`config.mk`:
```
export PLATFORM = sky130hd
export DESIGN_NAME = nfsa_ctrl
export DESIGN_NICKNAME = d
export VERILOG_FILES = /design/src/nfsa_pkg.sv /design/src/nfsa_ctrl.sv
export SDC_FILE = /design/constraint.sdc
export NUM_CORES = 1
export LEC_CHECK = 0
export BUFFER_PORTS_ARGS = -buffer_cell sky130_fd_sc_hd__buf_2
export CAP_MARGIN = 20
export CORE_AREA = 2 2 39 41
export CTS_BUF_LIST = sky130_fd_sc_hd__clkbuf_4 sky130_fd_sc_hd__clkbuf_8
export DETAILED_ROUTE_END_ITERATION = 8
export DIE_AREA = 0 0 41 43
export GPL_TIMING_DRIVEN = 1
export MAX_ROUTING_LAYER = met4
export PLACE_DENSITY = 0.78
export REMOVE_ABC_BUFFERS = 1
export SLEW_MARGIN = 20
export SYNTH_ARGS = -nofsm -noshare
export SYNTH_HDL_FRONTEND = slang
export SYNTH_SLANG_ARGS = --single-unit
```
`constraint.sdc`:
```
create_clock -name clk -period 2.2 [get_ports clk]
set_input_delay 0.66 -clock clk [delete_from_list [all_inputs] [get_ports clk]]
set_output_delay 0.66 -clock clk [all_outputs]
set_load 0.005 [all_outputs]
```
`src/nfsa_pkg.sv`:
```
`default_nettype none
// ----------------------------------------------------------------------------
// nfsa_pkg: shared types and constants of the next-fit slot allocator
// Field widths, command and status codes, and the controller/datapath links.
// ----------------------------------------------------------------------------
package nfsa_pkg;

  localparam int CMD_W     = 2;
  localparam int IDX_W     = 6;
  localparam int PAYLOAD_W = 64;
  localparam int STATUS_W  = 3;
  localparam int COUNT_W   = 7;

  // The bitmap is scanned one group of slots per cycle.
  localparam int GSIZE = 8;
  localparam int OFF_W = 3;

  localparam logic [COUNT_W-1:0] CAP_RESET = 7'd10;

  localparam logic [CMD_W-1:0] CMD_ADD   = 2'd0;
  localparam logic [CMD_W-1:0] CMD_DEL   = 2'd1;
  localparam logic [CMD_W-1:0] CMD_QUERY = 2'd2;

  localparam logic [STATUS_W-1:0] ST_ADDED   = 3'd0;
  localparam logic [STATUS_W-1:0] ST_FULL    = 3'd1;
  localparam logic [STATUS_W-1:0] ST_DELETED = 3'd2;
  localparam logic [STATUS_W-1:0] ST_NONE    = 3'd3;
  localparam logic [STATUS_W-1:0] ST_COUNT   = 3'd4;

  typedef struct packed {
    logic load;            // capture the accepted item
    logic exec_push;       // finish a delete or query and load the output register
    logic scan_init_ptr;   // start a search at the next-fit pointer
    logic scan_init_next;  // start a search just past the slot just written
    logic scan_step;       // advance the search by one group
    logic add_commit;      // write the found slot, mark it, count it
    logic ptr_from_scan;   // move the pointer to the found slot
    logic res_fail;        // record a rejected add
    logic fin_push;        // load the output register with the add result
  } dp_cmd_t;

  typedef struct packed {
    logic is_add;     // captured command is an add
    logic free_zero;  // no free capacity
    logic one_left;   // exactly one free slot of capacity
    logic hit;        // search found an unfilled slot in this group
    logic last;       // search is on its final group visit
  } dp_stat_t;

endpackage

`default_nettype wire

```
`src/nfsa_ctrl.sv`:
```
`default_nettype none
// ----------------------------------------------------------------------------
// nfsa_ctrl: sequencer of the slot allocator
// Steps each command through execution and the free-slot searches, and owns
// the input ready and the output valid.
// ----------------------------------------------------------------------------
module nfsa_ctrl
  import nfsa_pkg::*;
(
  input  wire logic     clk,
  input  wire logic     rst_n,
  input  wire logic     in_valid,
  output logic          in_ready,
  output logic          out_valid,
  input  wire logic     out_ready,
  input  wire dp_stat_t dp_stat,
  output dp_cmd_t       dp_cmd
);
  typedef enum logic [4:0] {
    S_IDLE  = 5'b00001,
    S_EXEC  = 5'b00010,
    S_SCAN1 = 5'b00100,
    S_SCAN2 = 5'b01000,
    S_FIN   = 5'b10000
  } state_t;

  state_t state_r, state_nxt;
  logic   out_valid_r, out_valid_nxt;
  logic   out_free;

  assign out_free = !out_valid_r || out_ready;
  assign in_ready = (state_r == S_IDLE);
  assign out_valid = out_valid_r;

  always_comb begin
    state_nxt = state_r;
    dp_cmd    = '0;
    unique case (state_r)
      S_IDLE: begin
        if (in_valid) begin
          dp_cmd.load = 1'b1;
          state_nxt   = S_EXEC;
        end
      end
      S_EXEC: begin
        if (dp_stat.is_add) begin
          if (dp_stat.free_zero) begin
            dp_cmd.res_fail = 1'b1;
            state_nxt       = S_FIN;
          end else begin
            dp_cmd.scan_init_ptr = 1'b1;
            state_nxt            = S_SCAN1;
          end
        end else if (out_free) begin
          dp_cmd.exec_push = 1'b1;
          state_nxt        = S_IDLE;
        end
      end
      S_SCAN1: begin
        dp_cmd.scan_step = 1'b1;
        if (dp_stat.hit) begin
          dp_cmd.add_commit = 1'b1;
          if (dp_stat.one_left) begin
            state_nxt = S_FIN;
          end else begin
            dp_cmd.scan_init_next = 1'b1;
            state_nxt             = S_SCAN2;
          end
        end else if (dp_stat.last) begin
          dp_cmd.res_fail = 1'b1;
          state_nxt       = S_FIN;
        end
      end
      S_SCAN2: begin
        dp_cmd.scan_step = 1'b1;
        if (dp_stat.hit) begin
          dp_cmd.ptr_from_scan = 1'b1;
          state_nxt            = S_FIN;
        end else if (dp_stat.last) begin
          state_nxt = S_FIN;
        end
      end
      S_FIN: begin
        if (out_free) begin
          dp_cmd.fin_push = 1'b1;
          state_nxt       = S_IDLE;
        end
      end
      default: begin
        state_nxt = S_IDLE;
      end
    endcase
  end

  always_comb begin
    if (dp_cmd.exec_push || dp_cmd.fin_push) begin
      out_valid_nxt = 1'b1;
    end else if (out_ready) begin
      out_valid_nxt = 1'b0;
    end else begin
      out_valid_nxt = out_valid_r;
    end
  end

  always_ff @(posedge clk) begin
    if (!rst_n) begin
      state_r     <= S_IDLE;
      out_valid_r <= 1'b0;
    end else begin
      state_r     <= state_nxt;
      out_valid_r <= out_valid_nxt;
    end
  end

  // Only one command is in flight at a time.
  a_one_in_flight: assert property (@(posedge clk) disable iff (!rst_n)
    (in_valid && in_ready) |=> !in_ready)
    else $error("nfsa_ctrl: second command accepted while one is in flight");

  // A result appears only out of the execute or finish step.
  a_result_source: assert property (@(posedge clk) disable iff (!rst_n)
    $rose(out_valid_r) |-> ($past(state_r) == S_EXEC || $past(state_r) == S_FIN))
    else $error("nfsa_ctrl: result raised outside execute or finish");

  // A result is pushed only when the output register is free.
  a_no_push_while_busy: assert property (@(posedge clk) disable iff (!rst_n)
    (dp_cmd.fin_push || dp_cmd.exec_push) |-> out_free)
    else $error("nfsa_ctrl: result pushed over an untaken result");
endmodule

`default_nettype wire

```
==> results.sh <==
export IMPL_outcome="finished with violations"
export IMPL_violations="setup timing"
export IMPL_synth_cell_type_count=31
export IMPL_power_density_nw_per_um2=423
export IMPL_final_cell_mix="buf_2, buf_4, nand2_1, a21oi_1, nor2_1"
export IMPL_diodes=0
export IMPL_wl_per_cell_um=13.0
export IMPL_track_usage_pct=17.8
export IMPL_slowest_delay_ns=0.38
export IMPL_dieHeight_um=43
export IMPL_grt_ovfl_total=0
export IMPL_clock_sinks=6
export IMPL_crit_type="reg2out"
export IMPL_crit_path_end_kind="output pin"
export IMPL_cts_max_path_buffers=2
export IMPL_hold_path_startpoint="out_valid$_SDFFE_PN0P_"
export IMPL_worstSkewPairLatency_ns=0.23
export IMPL_irDropWorstVdd_mv=0.215
export IMPL_period_share_pct=101
export IMPL_crit_chain="buf_6 -> nor3_4 -> nand2_1 -> or3_4 -> inv_2 -> buf_2"
export IMPL_cts_tree="built"
export IMPL_critPathMaxFanout=6
export IMPL_drt_iter0_drc=17
export IMPL_grt_pass1_wl_mm=2.15
export IMPL_pin_count=20
export IMPL_place_gp_congestion=0.848
export IMPL_die_area_um2=1760
export IMPL_dr_total_vias=639
export IMPL_dp_cells=102
export IMPL_core_um2=1380
export IMPL_syn_instance_count=68
export IMPL_final_max_slew_viol_count=0
export IMPL_cts_hold_buf=0
export IMPL_drt_first_pass_iters=4
export IMPL_worst_slew_pin_slew_ns=0.379
export IMPL_antenna_found_initial=0
export IMPL_relSlewSlack_pct=74.5
export IMPL_worst_ep_arrival_time_ns=1.55
export IMPL_antenna_left=0
export IMPL_hpwl_mm=1.01
export IMPL_grt_max_degree=11
export IMPL_cap_violations=0
export IMPL_clock_fmax_ghz=0.452
export IMPL_cts_buffers=3
export IMPL_total_power_mw=0.322
export IMPL_first_global_vias=556
export IMPL_cts_root_buf="clkbuf_4"
export IMPL_finalWirelength_mm=1.45
export IMPL_critPathRequiredTime_ns=1.54
export IMPL_syn_cell_area_um2=562
export IMPL_vias_per_cell=5.76
export IMPL_htreeDepth=1
export IMPL_hp_class="reg2reg"
export IMPL_fp_row_count=14
export IMPL_finalInstanceArea_um2=762
export IMPL_timing_hold_ws_ns=0.603
export IMPL_critPathLaunch="state_r[0]$_SDFFE_PN1P_"
export IMPL_fin_cells=111
export IMPL_clock_skew_ns=0.00200
export IMPL_rr_startpoint="state_r[0]$_SDFFE_PN1P_"
export IMPL_setup_ws_ns=-0.0121
export IMPL_drive_gt1_share_pct=48.4
export IMPL_start_kind="flip-flop"
export IMPL_finalSetupViolCount=1
export IMPL_period_minus_slack_ns=2.21
export IMPL_start_util_pct=40.6
export IMPL_cp_slowest_cell="or3_4"
export IMPL_grt_setup_unrepaired="true"
export IMPL_final_nets=106
export IMPL_synth_area_per_cell_um2=8.26
export IMPL_portBuffers=19
export IMPL_hold_viol_final=0
export IMPL_power_leakage_nw=0.325
export IMPL_cts_clk_slew_worst_paths_ns=0.04
export IMPL_dpl_instance_area_um2=671
export IMPL_ys_warn_count=0
export IMPL_route_detailed_drc=0
export IMPL_die_x_um=41
export IMPL_area_growth_pct=35.6
export IMPL_final_common_cell="buf_2"
export IMPL_yosysSeqAreaShare_pct=21.4
export IMPL_ys_seq_elements=6
## metal layers
| metal | global-route usage, % | vias up | share of wire, % |
|---|---|---|---|
| met5 | - | - | 0 |
| met2 | 25.3 | 22 | 50 |
| met1 | 22.3 | 304 | 44 |
| met4 | 12.0 | 0 | 1.9 |
| met3 | 2.62 | 4 | 4.4 |
| li1 | - | 309 | - |
## sequential cells by signal, indices dropped and copies added (netlist names)
register / flops
out_valid: 1
state_r: 5
## critical path: cells and delay by family (launching register included)
kind	cells	cell delay, ns
buffers and inverters	3	0.30
AND/OR/NAND/NOR	3	0.67
flip-flops	1	0.36
## worst paths after layout
| path | end | slack (ns) | cells past startpoint |
|---|---|---|---|
| min reg2reg | out_valid$_SDFFE_PN0P_ | 0.60 | 2 |
| max reg2reg | state_r[2]$_SDFFE_PN0P_ | 0.78 | 5 |
| max | dp_cmd[6] | -0.01 | 6 |
| min | out_valid$_SDFFE_PN0P_ | 0.60 | 2 |
## kinds of logic (layout without fill, tap and decap cells)
family / Yosys count / in the layout / share of synthesized area (%)
XOR/XNOR: 2 / 2 / 3.12
AO/OA/AOI/OAI: 16 / 16 / 21.2
buffers and inverters: 8 / 35 / 7.79
AND/OR/NAND/NOR: 36 / 36 / 46.6
flip-flops: 6 / 6 / 21.4
## cells in the mapped netlist
library cell  number  area, µm²
a211o_1            1       8.76
a21boi_0           1       7.51
a21oi_1            5       25.0
a32o_1             1       10.0
a32oi_1            2       17.5
a41oi_1            1       8.76
and2_1             2       12.5
and2b_1            1       7.51
buf_2              2       10.0
buf_4              1       7.51
buf_6              1       11.3
dfxtp_1            6        120
inv_1              4       15.0
nand2_1            7       26.3
nand2b_1           3       18.8
nand3_1            2       10.0
nand4b_1           1       8.76
nor2_1             4       15.0
nor2b_1            3       18.8
nor3_1             1       5.00
nor3_4             2       32.5
nor3b_1            1       7.51
nor4_1             3       18.8
nor4b_1            1       8.76
nor4b_4            2       47.6
o211ai_1           2       15.0
o21ai_0            2       10.0
o41ai_2            1       16.3
or2_4              2       17.5
or3_1              1       6.26
xnor2_1            2       17.5
## where the power goes
group          internal, mW  switching [mW]  total, mW
clock network        0.0613          0.0333     0.0945
registers             0.115         0.00976      0.125
logic                0.0547          0.0482      0.103
total                 0.231          0.0912      0.322
## timing repair
action,4_1_cts,5_1_grt
endpoints found under the hold margin,0,0
setup buffers,2,4
setup endpoints to repair,3,6
pin swaps,2,6
resized for setup,3,7
## cell type report
| class | instances | area [µm²] |
|---|---|---|
| inverter | 4 | 15.0 |
| clock buffer | 3 | 22.5 |
| tap | 16 | 20.0 |
| fill | 127 | 622 |
| sequential | 6 | 128 |
| timing repair buffer | 28 | 166 |
| multi-input combinational | 54 | 410 |
## stage by stage
step / util [%] / TNS, ns / setup slack (ns)
after CTS: 51.4 / 0 / 0.0127
after global placement: 48.5 / 0 / 0.0678
after global routing: 55.1 / -0.0860 / -0.0550
after floorplan: - / 0 / 0.329
final: 55.1 / -0.0121 / -0.0121
after detailed placement: 48.5 / 0 / 0.0231
Note: power is estimated with default switching activity, not from simulation.
