### config.mk
export PLATFORM = sky130hd
export DESIGN_NAME = nfsa_datapath
export DESIGN_NICKNAME = d
export VERILOG_FILES = /design/src/nfsa_pkg.sv /design/src/nfsa_ram.sv /design/src/nfsa_datapath.sv
export SDC_FILE = /design/constraint.sdc
export NUM_CORES = 1
export LEC_CHECK = 0
export BUFFER_PORTS_ARGS = -buffer_cell sky130_fd_sc_hd__clkbuf_2
export CAP_MARGIN = 10
export CORE_UTILIZATION = 41
export CTS_CLUSTER_DIAMETER = 80
export DETAILED_ROUTE_END_ITERATION = 6
export SLEW_MARGIN = 20
export SYNTH_ARGS = -nofsm -noshare
export SYNTH_HDL_FRONTEND = slang
export SYNTH_HIERARCHICAL = 1
export SYNTH_SLANG_ARGS = --single-unit
### constraint.sdc
create_clock -name clk -period 4.2 [get_ports clk]
set_input_delay 0.63 -clock clk [delete_from_list [all_inputs] [get_ports clk]]
set_output_delay 0.63 -clock clk [all_outputs]
set_load 0.02 [all_outputs]
### src/nfsa_pkg.sv
`default_nettype none
// ----------------------------------------------------------------------------
// nfsa_pkg: shared types and constants of the next-fit slot allocator
// Field widths, command and status codes, and the controller/datapath links.
// ----------------------------------------------------------------------------
package nfsa_pkg;

  localparam int CMD_W     = 2;
  localparam int IDX_W     = 6;
  localparam int PAYLOAD_W = 64;
  localparam int STATUS_W  = 3;
  localparam int COUNT_W   = 7;

  // The bitmap is scanned one group of slots per cycle.
  localparam int GSIZE = 8;
  localparam int OFF_W = 3;

  localparam logic [COUNT_W-1:0] CAP_RESET = 7'd10;

  localparam logic [CMD_W-1:0] CMD_ADD   = 2'd0;
  localparam logic [CMD_W-1:0] CMD_DEL   = 2'd1;
  localparam logic [CMD_W-1:0] CMD_QUERY = 2'd2;

  localparam logic [STATUS_W-1:0] ST_ADDED   = 3'd0;
  localparam logic [STATUS_W-1:0] ST_FULL    = 3'd1;
  localparam logic [STATUS_W-1:0] ST_DELETED = 3'd2;
  localparam logic [STATUS_W-1:0] ST_NONE    = 3'd3;
  localparam logic [STATUS_W-1:0] ST_COUNT   = 3'd4;

  typedef struct packed {
    logic load;            // capture the accepted item
    logic exec_push;       // finish a delete or query and load the output register
    logic scan_init_ptr;   // start a search at the next-fit pointer
    logic scan_init_next;  // start a search just past the slot just written
    logic scan_step;       // advance the search by one group
    logic add_commit;      // write the found slot, mark it, count it
    logic ptr_from_scan;   // move the pointer to the found slot
    logic res_fail;        // record a rejected add
    logic fin_push;        // load the output register with the add result
  } dp_cmd_t;

  typedef struct packed {
    logic is_add;     // captured command is an add
    logic free_zero;  // no free capacity
    logic one_left;   // exactly one free slot of capacity
    logic hit;        // search found an unfilled slot in this group
    logic last;       // search is on its final group visit
  } dp_stat_t;

endpackage

`default_nettype wire

### src/nfsa_ram.sv
`default_nettype none
// ----------------------------------------------------------------------------
// nfsa_ram: generic single-port-write RAM
// One write port and one read port with registered read data.
// ----------------------------------------------------------------------------
module nfsa_ram #(
  parameter int WIDTH = 64,
  parameter int DEPTH = 64
) (
  input  wire logic                     clk,
  input  wire logic                     wr_en,
  input  wire logic [$clog2(DEPTH)-1:0] wr_addr,
  input  wire logic [WIDTH-1:0]         wr_data,
  input  wire logic [$clog2(DEPTH)-1:0] rd_addr,
  output logic      [WIDTH-1:0]         rd_data
);
  logic [WIDTH-1:0] mem [DEPTH];
  logic [WIDTH-1:0] rd_data_r;

  always_ff @(posedge clk) begin
    if (wr_en) begin
      mem[wr_addr] <= wr_data;
    end
    rd_data_r <= mem[rd_addr];
  end

  assign rd_data = rd_data_r;
endmodule

`default_nettype wire

### src/nfsa_datapath.sv
`default_nettype none
// ----------------------------------------------------------------------------
// nfsa_datapath: bitmap, pointer, counters and slot store of the allocator
// Holds the occupancy bitmap in groups, runs the group-at-a-time cyclic
// search for an unfilled slot, and keeps the output register.
// ----------------------------------------------------------------------------
module nfsa_datapath
  import nfsa_pkg::*;
#(
  parameter int SLOTS     = 64,
  parameter int WORD_BITS = 64
) (
  input  wire logic                 clk,
  input  wire logic                 rst_n,
  input  wire logic [CMD_W-1:0]     in_cmd,
  input  wire logic [IDX_W-1:0]     in_slot_index,
  input  wire logic [PAYLOAD_W-1:0] in_payload,
  input  wire logic                 cfg_we,
  input  wire logic [COUNT_W-1:0]   cfg_wdata,
  input  wire dp_cmd_t              dp_cmd,
  output dp_stat_t                  dp_stat,
  output logic [STATUS_W-1:0]       out_status,
  output logic [IDX_W-1:0]          out_slot_used,
  output logic [COUNT_W-1:0]        out_free_count
);
  localparam int NGROUPS = (SLOTS + GSIZE - 1) / GSIZE;
  localparam int GW      = (NGROUPS > 1) ? $clog2(NGROUPS) : 1;
  localparam int PW      = GW + OFF_W;
  localparam int CW      = $clog2(NGROUPS + 1);
  localparam int AW      = $clog2(SLOTS);

  // Captured command.
  logic [CMD_W-1:0]     cmd_r;
  logic [IDX_W-1:0]     idx_r;
  logic [WORD_BITS-1:0] word_r;

  // Allocator state.
  logic [GSIZE-1:0]   filled_r [NGROUPS];
  logic [COUNT_W-1:0] cap_r;
  logic [COUNT_W-1:0] occ_r;
  logic [PW-1:0]      ptr_r;

  // Search state.
  logic [GW-1:0]    sc_grp_r;
  logic [OFF_W-1:0] sc_off_r;
  logic [CW-1:0]    sc_cnt_r;

  // Add result and output register.
  logic [STATUS_W-1:0] res_status_r;
  logic [PW-1:0]       res_slot_r;
  logic [STATUS_W-1:0] out_status_r;
  logic [IDX_W-1:0]    out_slot_r;
  logic [COUNT_W-1:0]  out_free_r;

  logic [COUNT_W-1:0] free_now;
  logic [COUNT_W-1:0] occ_out;
  logic [COUNT_W-1:0] free_out;
  logic [GSIZE-1:0]   cur_grp;
  logic [GSIZE-1:0]   free_bits;
  logic               sc_first;
  logic               sc_last;
  logic               hit;
  logic [OFF_W-1:0]   hit_j;
  logic [PW-1:0]      hit_idx;
  logic [PW-1:0]      start;
  logic [GW-1:0]      grp_inc;
  logic               del_ok;
  logic [PW-1:0]      del_pidx;
  logic               del_hit;
  logic               is_del;
  logic [STATUS_W-1:0] exec_status;
  logic [IDX_W-1:0]    exec_slot;

  function automatic logic [COUNT_W-1:0] free_of(input logic [COUNT_W-1:0] cap,
                                                 input logic [COUNT_W-1:0] occ);
    return (cap > occ) ? (cap - occ) : '0;
  endfunction

  assign free_now = free_of(cap_r, occ_r);

  // Delete lookup; an index past the last slot never hits.
  assign is_del   = (cmd_r == CMD_DEL);
  assign del_ok   = (32'(idx_r) < SLOTS);
  assign del_pidx = PW'(idx_r);
  assign del_hit  = del_ok && filled_r[del_pidx[PW-1:OFF_W]][del_pidx[OFF_W-1:0]];

  always_comb begin
    case (cmd_r)
      CMD_DEL: begin
        exec_status = del_hit ? ST_DELETED : ST_NONE;
        exec_slot   = idx_r;
      end
      default: begin
        exec_status = ST_COUNT;
        exec_slot   = '0;
      end
    endcase
  end

  // Search over one group: the first visit skips slots below the start
  // offset, the closing visit of the start group covers only those slots.
  assign cur_grp  = filled_r[sc_grp_r];
  assign sc_first = (sc_cnt_r == '0);
  assign sc_last  = (sc_cnt_r == CW'(NGROUPS));

  always_comb begin
    for (int j = 0; j < GSIZE; j++) begin
      free_bits[j] = !cur_grp[j]
                     && (((32'(sc_grp_r) << OFF_W) + 32'(j)) < SLOTS)
                     && (sc_first ? (OFF_W'(j) >= sc_off_r)
                                  : (sc_last ? (OFF_W'(j) < sc_off_r) : 1'b1));
    end
  end

  always_comb begin
    hit   = 1'b0;
    hit_j = '0;
    for (int j = GSIZE - 1; j >= 0; j--) begin
      if (free_bits[j]) begin
        hit   = 1'b1;
        hit_j = OFF_W'(j);
      end
    end
  end

  // The second search starts just past the slot that is being written in
  // this same cycle.
  assign hit_idx = {sc_grp_r, hit_j};
  assign grp_inc = (32'(sc_grp_r) == NGROUPS - 1) ? '0 : sc_grp_r + 1'b1;
  assign start   = dp_cmd.scan_init_next
                   ? ((32'(hit_idx) == SLOTS - 1) ? '0 : hit_idx + 1'b1)
                   : ptr_r;

  assign dp_stat.is_add    = (cmd_r == CMD_ADD);
  assign dp_stat.free_zero = (free_now == '0);
  assign dp_stat.one_left  = (free_now == COUNT_W'(1));
  assign dp_stat.hit       = hit;
  assign dp_stat.last      = sc_last;

  // The free count goes out after this item's own update.
  assign occ_out  = (dp_cmd.exec_push && is_del && del_hit && occ_r != '0)
                    ? occ_r - 1'b1 : occ_r;
  assign free_out = free_of(cap_r, occ_out);

  always_ff @(posedge clk) begin
    if (dp_cmd.load) begin
      cmd_r  <= in_cmd;
      idx_r  <= in_slot_index;
      word_r <= in_payload[WORD_BITS-1:0];
    end
    if (dp_cmd.scan_init_ptr || dp_cmd.scan_init_next) begin
      sc_grp_r <= start[PW-1:OFF_W];
      sc_off_r <= start[OFF_W-1:0];
      sc_cnt_r <= '0;
    end else if (dp_cmd.scan_step) begin
      sc_grp_r <= grp_inc;
      sc_cnt_r <= sc_cnt_r + 1'b1;
    end
    if (dp_cmd.add_commit) begin
      res_status_r <= ST_ADDED;
      res_slot_r   <= hit_idx;
    end else if (dp_cmd.res_fail) begin
      res_status_r <= ST_FULL;
      res_slot_r   <= '0;
    end
    if (dp_cmd.exec_push) begin
      out_status_r <= exec_status;
      out_slot_r   <= exec_slot;
      out_free_r   <= free_out;
    end else if (dp_cmd.fin_push) begin
      out_status_r <= res_status_r;
      out_slot_r   <= IDX_W'(res_slot_r);
      out_free_r   <= free_out;
    end
  end

  always_ff @(posedge clk) begin
    if (!rst_n) begin
      for (int g = 0; g < NGROUPS; g++) begin
        filled_r[g] <= '0;
      end
      cap_r <= CAP_RESET;
      occ_r <= '0;
      ptr_r <= '0;
    end else begin
      if (cfg_we) begin
        cap_r <= cfg_wdata;
      end
      if (dp_cmd.add_commit) begin
        filled_r[sc_grp_r][hit_j] <= 1'b1;
        occ_r                     <= occ_r + 1'b1;
        ptr_r                     <= hit_idx;
      end else if (dp_cmd.ptr_from_scan) begin
        ptr_r <= hit_idx;
      end else if (dp_cmd.exec_push && is_del && del_hit) begin
        filled_r[del_pidx[PW-1:OFF_W]][del_pidx[OFF_W-1:0]] <= 1'b0;
        occ_r                                               <= occ_out;
      end
    end
  end

  nfsa_ram #(
    .WIDTH (WORD_BITS),
    .DEPTH (SLOTS)
  ) u_store (
    .clk     (clk),
    .wr_en   (dp_cmd.add_commit),
    .wr_addr (AW'(hit_idx)),
    .wr_data (word_r),
    .rd_addr (AW'(hit_idx)),
    .rd_data ()
  );

  assign out_status     = out_status_r;
  assign out_slot_used  = out_slot_r;
  assign out_free_count = out_free_r;

  // A committed add leaves its slot marked filled.
  a_add_marks: assert property (@(posedge clk) disable iff (!rst_n)
    dp_cmd.add_commit |=> filled_r[$past(sc_grp_r)][$past(hit_j)])
    else $error("nfsa_datapath: added slot not marked filled");

  // A delete of a filled slot gives back exactly one unit of capacity.
  a_del_counts: assert property (@(posedge clk) disable iff (!rst_n)
    (dp_cmd.exec_push && is_del && del_hit) |=> (occ_r == $past(occ_r) - 7'd1))
    else $error("nfsa_datapath: delete did not decrement the occupied count");

  // The next-fit pointer always names a real slot.
  a_ptr_range: assert property (@(posedge clk) disable iff (!rst_n)
    (32'(ptr_r) < SLOTS))
    else $error("nfsa_datapath: pointer beyond the last slot");
endmodule

`default_nettype wire

==> metrics.md, run 1 <==
| Metric | Value |
|---|---|
| Starting Density | `41.9%` |
| First-pass GRT wire length | `36.6 mm` |
| Sequential cell fraction of total power | `32.6%` |
| Drt pass-1 iters | `5` |
| Die height | `143 microns` |
| H-tree depth | `4` |
| Initial DRC Count | `626` |
| Hold Crit Class | `in2reg` |
| Area Overhead vs Synth | `16.2%` |
| Worst-path clk slew | `0.06 ns` |
| Fin crit share | `95.9%` |
| Die Footprint | `0.0205 sq mm` |
| DRC | `0` |
| Outcome | `finished clean` |
| Multi-input logic area | `0.00419 sq mm` |
| Grt ovf | `0` |
| LEAKAGE | `0.00368 uW` |
| Commonest non-fill, non-tap cell in the layout | `nor2_1` |
| Hold Buf Count CTS | `0` |
| DP HPWL | `17.1 mm` |
| Commonest non-fill, non-tap cells in the layout | `nor2_1, edfxtp_1, a21oi_1, mux2i_1, clkbuf_2` |
| Seq/Total Area, Yosys | `44.4%` |
| Slew @ Worst Pin | `1.12 ns` |
| Root Buffer | `clkbuf_16` |
| Syn_nets | `926` |
| Async SR Flop Fraction | `0%` |
| CTS tree | `done` |
| Final #Nets | `982` |
| Clock Power Share | `27.5%` |
| Fin. max-slew vios | `0` |
| Logic gate share of total power | `39.9%` |
| Main synth FF type | `edfxtp_1` |
| Row cnt | `51` |
| Post-synth EDFFs | `100` |
| IO Pins | `112` |
| DR WL/cell | `20.7 microns` |
| Netlist Area Pre-Place | `0.00815 sq mm` |
| Layout cell share with drive strength beyond 1 | `19.0%` |
| Post-DRT Antenna Nets | `0` |
| Critical path class | `reg2reg` |
| Final-layout fill cell count | `1835` |
| Sw power | `2280 uW` |
| Minimum clock period | `4.03 ns` |
| Post-placement worst setup slack | `-0.0835 ns` |
| Worst Skew | `0.0125 ns` |
| Pwr/cell area | `607 mW/mm^2` |
| Final wirelength | `23.7 mm` |
| Core area | `0.0195 sq mm` |
| Number of global-route vias before repair | `6470` |
| Yosys cell types | `68` |
| Largest fanout on the critical path | `22` |
| Vias | `6681` |
| Largest net degree at the start of global routing | `75` |
| Achievable frequency | `248 MHz` |
| Antenna Cells | `0` |
| P_int | `3480 uW` |
| Critical Path End Type | `flip-flop` |
| Synthesized flop and latch total | `131` |
| WP data required | `4.44 ns` |
| Mapped Cells | `811` |
| FF+latch area | `0.00363 sq mm` |
| Initial antenna violation count | `0` |
| Max cap viols | `0` |
| Final core occ | `48.7%` |
| Syn_area_per_cell | `10.1 sq um` |
| Hold Violations, Final | `0` |
| IO buf count | `47` |
| Critical Path Start Type | `flip-flop` |
| # setup viols final | `0` |
| Cts bufs inserted | `17` |
| Global Route Usage Sum | `24.3%` |
| Die extent in x | `143 microns` |
| Switching Fraction | `39.6%` |
| Clk Latency, worst-skew pair | `0.44 ns` |
| HP Start | `in_cmd[1]` |
| Final WS setup | `0.173 ns` |
| Sinks on Clock Net | `131` |
| Arr. time, crit path | `4.27 ns` |
| Yosys synthesis warning count | `6` |
| Final Wtd Congestion | `0.904` |
| Vias per cell | `5.83` |
| Clk buf depth | `2` |
| Max VDD drop | `0.332 mV` |
| Normalized max-slew margin | `23.0%` |
path summary, 6_finish.rpt:
path                                          end  slack [ns]  cells past startpoint
worst max register to register  out_free_count[1]        0.17                     17
worst min-delay path                     cmd_r[1]        0.38                      1
worst min register to register           ptr_r[3]        0.46                      2
worst max-delay path            out_free_count[1]        0.17                     17
final cells by class:
class                   count  area share [%]
flip-flops and latches    131            38.3
clock inverters            15            2.06
multi-input cells         591            44.2
clock buffers              17            4.49
well taps                 265            3.50
inverters                  38            1.50
repair buffers             88            5.99
critical path, stage by stage, from the launching register on:
cell	delay, ns
dfxtp_1	0.36
buf_12	0.21
mux2i_1	0.13
a22oi_1	0.20
a21boi_0	0.19
o41ai_4	0.45
nand2_2	0.14
nor3_2	0.22
mux2_2	0.37
ha_1	0.29
nor2b_1	0.12
o21ai_0	0.09
a21oi_1	0.22
o21ai_2	0.09
a21oi_2	0.21
o21ai_4	0.10
buf_4	0.16
a211oi_1	0.27
metrics by stage:
step	instances	TNS, ns	area (sq um)	hold WS, ns	total power, uW
finish	1145	0	9480	0.377	5760
global route	1145	-0.0478	9480	0.359	6010
CTS	1144	0	9410	0.361	5720
detailed placement	1112	-0.0961	8790	0.449	4130
global placement	1112	-0.0266	8780	0.442	4100
floorplan	811	0	8150	0.429	3310
cells by family (layout without fill, tap and decap cells):
kind of cell / Yosys count / after routing / synth area share, %
simple gates: 248 / 248 / 14.7
compound gates: 201 / 201 / 16.8
flops: 131 / 131 / 44.4
mux: 94 / 94 / 12.6
buf+inv: 89 / 158 / 5.08
fa+ha+maj: 24 / 24 / 3.87
xor+xnor: 24 / 24 / 2.58
power by group through the flow:
stage	clock network, uW	registers, uW	logic (uW)
global placement	0	1900	2200
finish	1580	1880	2300
floorplan	0	1800	1510
detailed placement	0	1900	2230
CTS	1610	1870	2240
global route	1650	1900	2460
state kept, by name, indices dropped and copies added (netlist names), named ones only:
signal          cells
cap_r               7
out_slot_used       6
sc_grp_r            3
res_status_r        1
del_pidx            6
ptr_r               6
out_status          3
res_slot_r          6
sc_cnt_r            4
sc_off_r            3
out_free_count      7
cmd_r               2
filled_r           64
occ_r               7
per-layer routing:
| metal | track usage (%) | vias to the layer above | wire (microns) |
|---|---|---|---|
| li1 | - | 3108 | - |
| met1 | 32.4 | 3243 | 10300 |
| met2 | 38.7 | 286 | 11000 |
| met3 | 4.12 | 44 | 1710 |
| met4 | 10.2 | 0 | 686 |
| met5 | 0 | - | 0 |
what timing repair did:
item	4_1_cts	5_1_grt
endpoints found under the setup margin	2	7
setup buffers	0	1
pin swaps	0	3
gates resized for setup	2	11
Yosys cell counts (all sizes together), types with 4 or more instances:
cell type,n,share of area [%]
nor4,5,0.57
o21ai,19,1.2
clkbuf,38,1.7
inv,38,1.7
nor2b,8,0.61
and2,9,0.69
nor3,15,0.92
mux4,6,1.7
a21boi,12,1.1
nand3,17,1.2
mux2i,82,10
nand2b,7,0.54
a22o,5,0.54
a2111oi,5,0.69
and3,10,0.77
mux2,6,0.83
dfxtp,31,7.6
o211a,4,0.49
a21oi,83,5.1
nand2,41,1.9
xnor2,17,1.8
o2111ai,4,0.66
edfxtp,100,37
nand4,8,0.61
ha,22,3.4
buf,13,1.6
nor2,107,4.9
or2,7,0.54
nor3b,8,0.74
xor2,7,0.75
a22oi,31,2.9
a211oi,8,0.74
o31a,4,0.43
o211ai,5,0.46
Note: power is estimated with default switching activity, not from simulation.
==> inputs of run 2 (changes only) <==
Settings changed: REMOVE_ABC_BUFFERS set to 1.
==> run 2 against run 1 <==
  * Final cell count grew 0.26%
  * Routed wire length fell by 1.8%
  * Critical path depth stayed put
  * Register-to-register slack lost 0.04 ns
==> metrics.md, run 2 (synthesized netlist as in run 1, its figures left out) <==
| Metric | Value |
|---|---|
| Clock Power Share | `25.6%` |
| Switching Fraction | `39.7%` |
| Area Overhead vs Synth | `15.2%` |
| CTS tree | `done` |
| Minimum clock period | `4.07 ns` |
| Post-placement worst setup slack | `-0.102 ns` |
| Clk Latency, worst-skew pair | `0.43 ns` |
| Largest net degree at the start of global routing | `75` |
| Hold Crit Class | `in2reg` |
| # setup viols final | `0` |
| Worst Skew | `0.0130 ns` |
| Antenna Cells | `0` |
| Final wirelength | `23.3 mm` |
| Initial antenna violation count | `0` |
| Initial DRC Count | `755` |
| TNS Setup | `0 ns` |
| Arr. time, crit path | `4.28 ns` |
| Sequential cell fraction of total power | `34.2%` |
| Cts bufs inserted | `17` |
| Layout cell share with drive strength beyond 1 | `18.2%` |
| Sinks on Clock Net | `131` |
| WP data required | `4.41 ns` |
| DRC | `0` |
| Number of global-route vias before repair | `6055` |
| Commonest non-fill, non-tap cells in the layout | `nor2_1, edfxtp_1, a21oi_1, mux2i_1, clkbuf_2` |
| Critical Path End Type | `flip-flop` |
| Row cnt | `51` |
| DP HPWL | `16.1 mm` |
| Post-DRT Antenna Nets | `0` |
| Final Wtd Congestion | `0.891` |
| Grt ovf | `0` |
| Die Footprint | `0.0205 sq mm` |
| Root Buffer | `clkbuf_16` |
| IO Pins | `112` |
| Largest fanout on the critical path | `13` |
| H-tree depth | `4` |
| Die extent in x | `143 microns` |
| Cell Count, Final, Fillers Out | `1148` |
| Biggest register | `filled_r` |
| Starting Density | `41.9%` |
| Normalized max-slew margin | `43.0%` |
| Total chip power | `5500 uW` |
| Pwr/cell area | `586 mW/mm^2` |
| Fin crit share | `96.9%` |
| Core area | `0.0195 sq mm` |
| Vias | `6592` |
| IO buf count | `47` |
| Final WS setup | `0.129 ns` |
| Logic gate share of total power | `40.3%` |
| Vias per cell | `5.74` |
| Max cap viols | `0` |
| Hold_ws | `0.382 ns` |
| Outcome | `finished clean` |
| Slew @ Worst Pin | `0.855 ns` |
| Worst-path clk slew | `0.06 ns` |
| DR WL/cell | `20.3 microns` |
| Global Route Usage Sum | `23.4%` |
| Critical path class | `reg2reg` |
| Sw power | `2190 uW` |
| P_int | `3320 uW` |
| Clk buf depth | `2` |
| Register-to-register setup slack | `0.13 ns` |
| Critical Path Start Type | `flip-flop` |
| Final #Nets | `985` |
| Max VDD drop | `0.296 mV` |
| Hold Buf Count CTS | `0` |
| Drt pass-1 iters | `6` |
| Max reg flops | `64` |
| Fin. max-slew vios | `0` |
| Hold Violations, Final | `0` |
| LEAKAGE | `0.00367 uW` |
| Placed Cells | `1113` |
| Die height | `143 microns` |
| Commonest non-fill, non-tap cell in the layout | `nor2_1` |
| Achievable frequency | `246 MHz` |
| First-pass GRT wire length | `34.9 mm` |
[run 2: cell count changes in the layout (fill, tap and decap cells not counted), moves of 3 or more]
cell | before | now
mux2i_2 | 5 | 0
clkinvlp_4 | 1 | 5
buf_4 | 39 | 42
mux2i_1 | 77 | 82
[run 2: layout make-up]
type	instances	area (sq um)
clock buffers	17	425
clock inverters	15	134
flip-flops and latches	131	3630
multi-input cells	591	4140
well taps	265	332
fillers	1810	10100
repair buffers	91	596
inverters	38	143
[run 2: worst paths after layout]
| kind | startpoint | to | depth (start not counted) |
|---|---|---|---|
| setup / recovery | flip-flop | out_free_count[5] | 17 |
| hold / removal | in_cmd[1] | cmd_r[1] | 1 |
| setup reg to reg | flip-flop | out_free_count[5] | 17 |
| hold reg to reg | ptr_r[1] | ptr_r[1] | 2 |
[run 2: worst max-delay path, cell delays in order, from the launching register on]
cell       delay [ns]
dfxtp_2          0.41
buf_12           0.18
mux2i_1          0.12
a22oi_1          0.18
a21oi_1          0.15
o41ai_4          0.41
nand2_2          0.14
nor3_4           0.19
mux2_2           0.39
ha_1             0.30
nor2b_1          0.12
o21ai_0          0.10
a21oi_1          0.18
o21ai_0          0.14
a21oi_1          0.21
o21ai_1          0.08
buf_4            0.16
a2111oi_1        0.40
[run 2: what timing repair did]
action                                  CTS  global route
pin swaps                                 0             2
setup buffers                             0             2
gates cloned                              0             1
resized for setup                         1             7
endpoints found under the setup margin    2             4
[run 2: per-stage QoR]
step / cell area [sq um] / util, %
after floorplan: 7880 / -
after global placement: 8770 / 45.1
after detailed placement: 8770 / 45.1
after CTS: 9330 / 47.9
after global routing: 9390 / 48.3
final: 9390 / 48.3
[run 2: power groups by stage]
stage	Sequential [uW]	Combinational (uW)	Clock, uW
floorplan	1900	1340	0
global placement	1900	2130	0
detailed placement	1900	2150	0
CTS	1870	2160	1410
global route	1910	2360	1470
finish	1880	2220	1410
[run 2: per-layer routing]
layer	track usage (%)	routed length (microns)
met3	3.72	1650
met4	8.66	537
met1	33.0	10700
met5	0	0
met2	35.9	10400
